File: src/ttrc_pkg.sv
// ----------------------------------------------------------------------------
// ttrc_pkg: shared constants for the tick to run-time clock
// Field widths, conversion constants and the reciprocals for the constant divides.
// ----------------------------------------------------------------------------
package ttrc_pkg;

  localparam int PRESCALER_W = 12;
  localparam int PERIOD_W    = 27;
  localparam int UTC_W       = 32;
  localparam int RUN_W       = 32;
  localparam int MS_W        = 10;
  localparam int M_DATA_W    = 80;

  localparam int TICK_BASE_NS = 30517;
  localparam int NS_IN_MS     = 1000000;
  localparam int MS_IN_S      = 1000;
  localparam int REM_W        = 20;

  localparam int STEP_BITS   = 16;

  // one million = 64 * 15625: drop six bits, then divide by 15625
  localparam int NS_SHIFT       = 6;
  localparam int DIV_NS_MAGIC_W = 31;
  localparam logic [DIV_NS_MAGIC_W-1:0] DIV_NS_MAGIC = 31'd1125899907;
  localparam int DIV_NS_SHIFT   = 44;

  localparam int MAGIC_W        = 29;
  localparam logic [MAGIC_W-1:0] DIV1000_MAGIC = 29'd274877907;
  localparam int DIV1000_SHIFT  = 38;
  localparam int SEC_QUO_W      = RUN_W + MAGIC_W - DIV1000_SHIFT;

endpackage

File: src/ttrc_div_ns.sv
// ----------------------------------------------------------------------------
// ttrc_div_ns: pipelined divide of nanoseconds by one million
// Long division in 16-bit digits; each digit takes a reciprocal multiply stage
// and a remainder stage, with a side payload.
// ----------------------------------------------------------------------------
module ttrc_div_ns #(
  parameter int DIVIDEND_BITS = 51,
  parameter int SIDE_BITS = 33,
  localparam int DIGITS = (DIVIDEND_BITS + ttrc_pkg::STEP_BITS - 1) / ttrc_pkg::STEP_BITS,
  localparam int WORK_W = DIGITS * ttrc_pkg::STEP_BITS
) (
  input  logic                       clk,
  input  logic                       rst,
  input  logic                       en,
  input  logic                       in_valid,
  input  logic [DIVIDEND_BITS-1:0]   in_ns,
  input  logic [SIDE_BITS-1:0]       in_side,
  output logic                       out_valid,
  output logic [WORK_W-1:0]          out_quo,
  output logic [ttrc_pkg::REM_W-1:0] out_rem,
  output logic [SIDE_BITS-1:0]       out_side
);
  import ttrc_pkg::*;

  localparam int Y_W  = REM_W + STEP_BITS;
  localparam int Z_W  = Y_W - NS_SHIFT;
  localparam int ZP_W = DIV_NS_SHIFT + STEP_BITS;
  localparam logic [REM_W-1:0] DIVISOR = REM_W'(NS_IN_MS);

  logic                 a_valid [DIGITS];
  logic [STEP_BITS-1:0] a_quo   [DIGITS];
  logic [REM_W-1:0]     a_low   [DIGITS];
  logic [WORK_W-1:0]    a_work  [DIGITS];
  logic [SIDE_BITS-1:0] a_side  [DIGITS];
  logic                 valid_q [DIGITS];
  logic [REM_W-1:0]     rem_q   [DIGITS];
  logic [WORK_W-1:0]    work_q  [DIGITS];
  logic [SIDE_BITS-1:0] side_q  [DIGITS];

  for (genvar g = 0; g < DIGITS; g++) begin : g_stage
    logic                 v_in;
    logic [REM_W-1:0]     r_in;
    logic [WORK_W-1:0]    w_in;
    logic [SIDE_BITS-1:0] s_in;
    logic [Y_W-1:0]       y;
    logic [ZP_W-1:0]      z_prod;
    logic [REM_W-1:0]     q_back;

    if (g == 0) begin : g_first
      assign v_in = in_valid;
      assign r_in = '0;
      assign w_in = WORK_W'(in_ns);
      assign s_in = in_side;
    end else begin : g_next
      assign v_in = valid_q[g-1];
      assign r_in = rem_q[g-1];
      assign w_in = work_q[g-1];
      assign s_in = side_q[g-1];
    end

    assign y      = {r_in, w_in[WORK_W-1 -: STEP_BITS]};
    assign z_prod = ZP_W'(y[Y_W-1:NS_SHIFT]) * ZP_W'(DIV_NS_MAGIC);
    assign q_back = REM_W'(a_quo[g]) * DIVISOR;

    always_ff @(posedge clk) begin
      if (rst) begin
        a_valid[g] <= 1'b0;
        valid_q[g] <= 1'b0;
      end else if (en) begin
        a_valid[g] <= v_in;
        valid_q[g] <= a_valid[g];
      end
      if (en) begin
        a_quo[g]  <= z_prod[ZP_W-1:DIV_NS_SHIFT];
        a_low[g]  <= y[REM_W-1:0];
        a_work[g] <= w_in << STEP_BITS;
        a_side[g] <= s_in;
        rem_q[g]  <= a_low[g] - q_back;
        work_q[g] <= a_work[g] | WORK_W'(a_quo[g]);
        side_q[g] <= a_side[g];
      end
    end
  end

  assign out_valid = valid_q[DIGITS-1];
  assign out_quo   = work_q[DIGITS-1];
  assign out_rem   = rem_q[DIGITS-1];
  assign out_side  = side_q[DIGITS-1];

endmodule

File: config.mk
export PLATFORM = sky130hd
export DESIGN_NAME = ttrc_div_ns
export DESIGN_NICKNAME = d
export VERILOG_FILES = /design/src/ttrc_pkg.sv /design/src/ttrc_div_ns.sv
export SDC_FILE = /design/constraint.sdc
export NUM_CORES = 2
export LEC_CHECK = 0
export ABC_AREA = 1
export BUFFER_PORTS_ARGS = -buffer_cell sky130_fd_sc_hd__buf_4
export CORE_UTILIZATION = 59
export CTS_BUF_LIST = sky130_fd_sc_hd__clkbuf_8
export DETAILED_ROUTE_END_ITERATION = 8
export GPL_ROUTABILITY_DRIVEN = 0
export GPL_TIMING_DRIVEN = 0
export PLACE_DENSITY_LB_ADDON = 0.25
export SKIP_CTS_REPAIR_TIMING = 1
export SYNTH_ARGS = -nofsm -noshare
export SYNTH_HDL_FRONTEND = slang
export SYNTH_SLANG_ARGS = --single-unit
File: constraint.sdc
create_clock -name clk -period 6.3 [get_ports clk]
set_input_delay 0.315 -clock clk [delete_from_list [all_inputs] [get_ports clk]]
set_output_delay 0.315 -clock clk [all_outputs]
set_load 0.1 [all_outputs]
==> impl_metrics.py <==
metrics = {
    "run_status": {
        "status": "complete, but fails checks",
        "violations": "setup timing",
    },
    "logic_synthesis": {
        "synth_cell_type_count": 45,
        "synth-edff-count": 685,
        "synthFlopType": "edfxtp_1",
        "ys_warn_count": 0,
        "synthArstFlopShare_pct": 0,
        "seq_area_frac_synth_pct": 37.7,
        "synthCells": 4839,
        "avgSynthCellArea_sq_um": 11.3,
        "yosys.area.top_type_share_pct": 37.7,
        "synthTopCellsByArea": "edfxtp_1, fa_1, ha_1",
        "syn_area_sq_mm": 0.0545,
        "synth-seq-cells": 685,
        "synth_top_cell_by_area": "edfxtp_1",
    },
    "clocking": {
        "clock_latency_ns": 0.83,
        "clock_path_buffers": 3,
        "cts_sinks": 685,
        "cts_tree": "built",
        "clk_pin_slew_ns": 0.06,
        "cts_buffers": 108,
        "root_buffer": "clkbuf_8",
        "htreeDepth": 3,
    },
    "floorplan": {
        "die_h_um": 306,
        "rows": 111,
        "fp.dieW_um": 306,
        "start_util_pct": 59.6,
        "ioPinCount": 206,
        "core_area_sq_mm": 0.0915,
        "die-area_sq_mm": 0.0936,
    },
    "timing": {
        "min_period_ns": 6.54,
        "rsz0062_at_grt": "yes",
        "final-hold-violation-count": 0,
        "skew_ns": 0.0809,
        "worst_pin_slew_ns": 0.715,
        "slew_viol_final": 0,
        "post-route-period-util_pct": 104,
        "setup_slack_ns": -0.240,
        "setup_viol": 31,
        "relSlewSlack_pct": 52.3,
        "max_freq_mhz": 153,
    },
    "layout": {
        "nets": 6862,
        "drive_above_1_share_pct": 17.9,
        "utilization_pct": 69.8,
        "area_delta_synth_final_pct": 17.2,
        "final_cells": 6672,
        "fillers": 6332,
        "fin_area_sq_mm": 0.0639,
    },
    "worst_setup_path": {
        "reg2reg_slack_ns": -0.24,
        "end_kind": "flip-flop",
        "crit_type": "reg2reg",
        "cp_max_fo": 6,
        "arrival_ns": 7.04,
        "worstReg2RegEnd": "a_quo[2][11]$_DFFE_PP_",
        "cp_data_required_time_ns": 6.80,
        "startpoint_type": "flip-flop",
        "rr_worst_depth": 22,
        "endpoint": "a_quo[2][11]$_DFFE_PP_",
        "r2r_start": "work_q[1][63]$_DFFE_PP_",
        "critical_path.startpoint": "work_q[1][63]$_DFFE_PP_",
    },
    "global_routing": {
        "grt_max_degree": 133,
        "grt_overflow_total": 0,
        "antenna_found_initial": 2,
        "grt_usage_pct": 27.3,
        "grt_pass1_wl_um": 193000,
        "grt_pass1_vias": 35900,
    },
    "detailed_routing": {
        "post_drt_wl_per_cell_um": 19.3,
        "drt_first_pass_iters": 6,
        "drc": 0,
        "drtIter0Drc": 2445,
        "vias": 35600,
        "ant_nets": 0,
        "wirelength_um": 129000,
        "avgViaCountPerCell": 5.34,
    },
    "hold_path": {
        "hp-class": "in2reg",
        "min_path_cells": 2,
    },
    "flow_run": {
        "max_cap_violations": 0,
    },
    "place": {
        "dpl.cell_count": 6236,
        "portBuffers": 173,
        "dpl_cell_area_sq_mm": 0.0576,
        "dp_hpwl_um": 102000,
    },
}
-- worst max-delay path, stage by stage (launching register included) --
cell and delay [ns]:
edfxtp_1 0.57, fa_2 0.64, inv_2 0.05, fa_2 0.47
fa_1 0.54, inv_2 0.04, fa_1 0.57, inv_2 0.04
fa_1 0.49, inv_2 0.05, fa_2 0.37, fa_1 0.52
inv_1 0.05, fa_1 0.47, inv_1 0.06, ha_4 0.32
nand2_4 0.09, nor2_4 0.17, nand2_1 0.17, nor3_1 0.29
nand2_2 0.15, nand4_1 0.11, nand2_1 0.06
-- cell type report --
class	count	area (sq um)	area share, %
multi-input combinational	2842	31100	48.6
sequential	685	20600	32.2
inverter	1302	4890	7.66
timing repair buffer	417	3520	5.51
clock buffer	108	1490	2.33
tap	1186	1480	2.32
clock inverter	89	584	0.915
buffer	42	278	0.435
antenna	1	2.50	0.00392
-- how the worst min path moves through the flow --
stage / startpoint / to / slack, ns
finish: rst / valid_q[2]$_SDFFCE_PN0P_ / 0.02
global route: rst / a_valid[1]$_DFFE_PP_ / -0.01
CTS: in_ns[13] / a_work[0][13]$_DFFE_PP_ / -0.41
detailed placement: work_q[2][52]$_DFFE_PP_ / a_low[3][4]$_DFFE_PP_ / 0.40
global placement: a_work[1][17]$_DFFE_PP_ / work_q[1][33]$_DFFE_PP_ / 0.40
floorplan: work_q[0][48]$_DFFE_PP_ / a_low[1][0]$_DFFE_PP_ / 0.40
-- flip-flops by register name (all words and copies together), names as in the netlist --
register / cells
a_quo: 32
side_q: 132
a_valid: 4
a_low: 62
a_side: 132
a_work: 112
rem_q: 63
valid_q: 4
work_q: 144
-- Yosys cell counts (all sizes together), types with 13 or more instances --
cell type and number:
inv 1302, ha 742, edfxtp 685, fa 634
nand2 577, nor2 215, a21oi 173, nand3 122
o21ai 121, nand4 41, nor3 40, xor2 37
buf 32, o21bai 22, xnor2 21, or2 13
-- cells in the final DEF, fill, tap and decap left out, types with 12 or more instances in the layout --
cell type,netlist,final
a21oi_1,173,107
a21oi_2,0,43
a21oi_4,0,23
buf_4,32,345
clkbuf_8,0,108
clkinv_1,0,26
clkinv_2,0,13
conb_1,1,33
dlygate4sd3_1,0,86
edfxtp_1,685,685
fa_1,634,596
fa_2,0,38
ha_1,742,689
ha_4,0,43
inv_1,1293,1276
inv_2,9,55
nand2_1,568,484
nand2_2,9,71
nand2_4,0,18
nand3_1,120,99
nand3_2,2,23
nand4_1,41,41
nor2_1,196,143
nor2_2,15,37
nor2_4,4,35
nor3_1,37,27
nor3_2,3,12
o21ai_0,111,64
o21ai_1,9,24
o21ai_2,1,23
o21bai_1,21,19
or2_2,13,13
xnor2_1,21,21
xor2_1,37,37
-- logic make-up (layout without fill, tap and decap cells) --
logic type / Yosys count / after routing / share of synthesized area (%)
AOI/OAI and AO/OA: 354 / 354 / 3.55
xor gates and xnor gates: 58 / 58 / 0.932
other: 1 / 34 / 0.00688
buffers and inverters: 1344 / 1958 / 9.48
adders and majority gates: 1376 / 1376 / 40.3
and+or+nand+nor: 1021 / 1021 / 7.99
DFF: 685 / 685 / 37.7
-- through the flow --
step	TNS, ns	worst slack [ns]	hold WS (ns)
detailed placement	-22.68	-0.932	0.405
global placement	-384.42	-1.66	0.400
global route	-9.55	-0.422	-0.0107
floorplan	0	0.0788	0.400
finish	-3.56	-0.240	0.0250
CTS	-23.83	-0.951	-0.410
-- metal layers --
metal | global-route usage (%) | wire [um]
met2 | 46.6 | 63600
met4 | 15.3 | 8610
met3 | 5.41 | 8800
met5 | 0 | 13
met1 | 32.4 | 48000
Power is left out: the tool's default activity adds up to more than one toggle a clock period on the data nets, which glitch-free logic cannot reach.
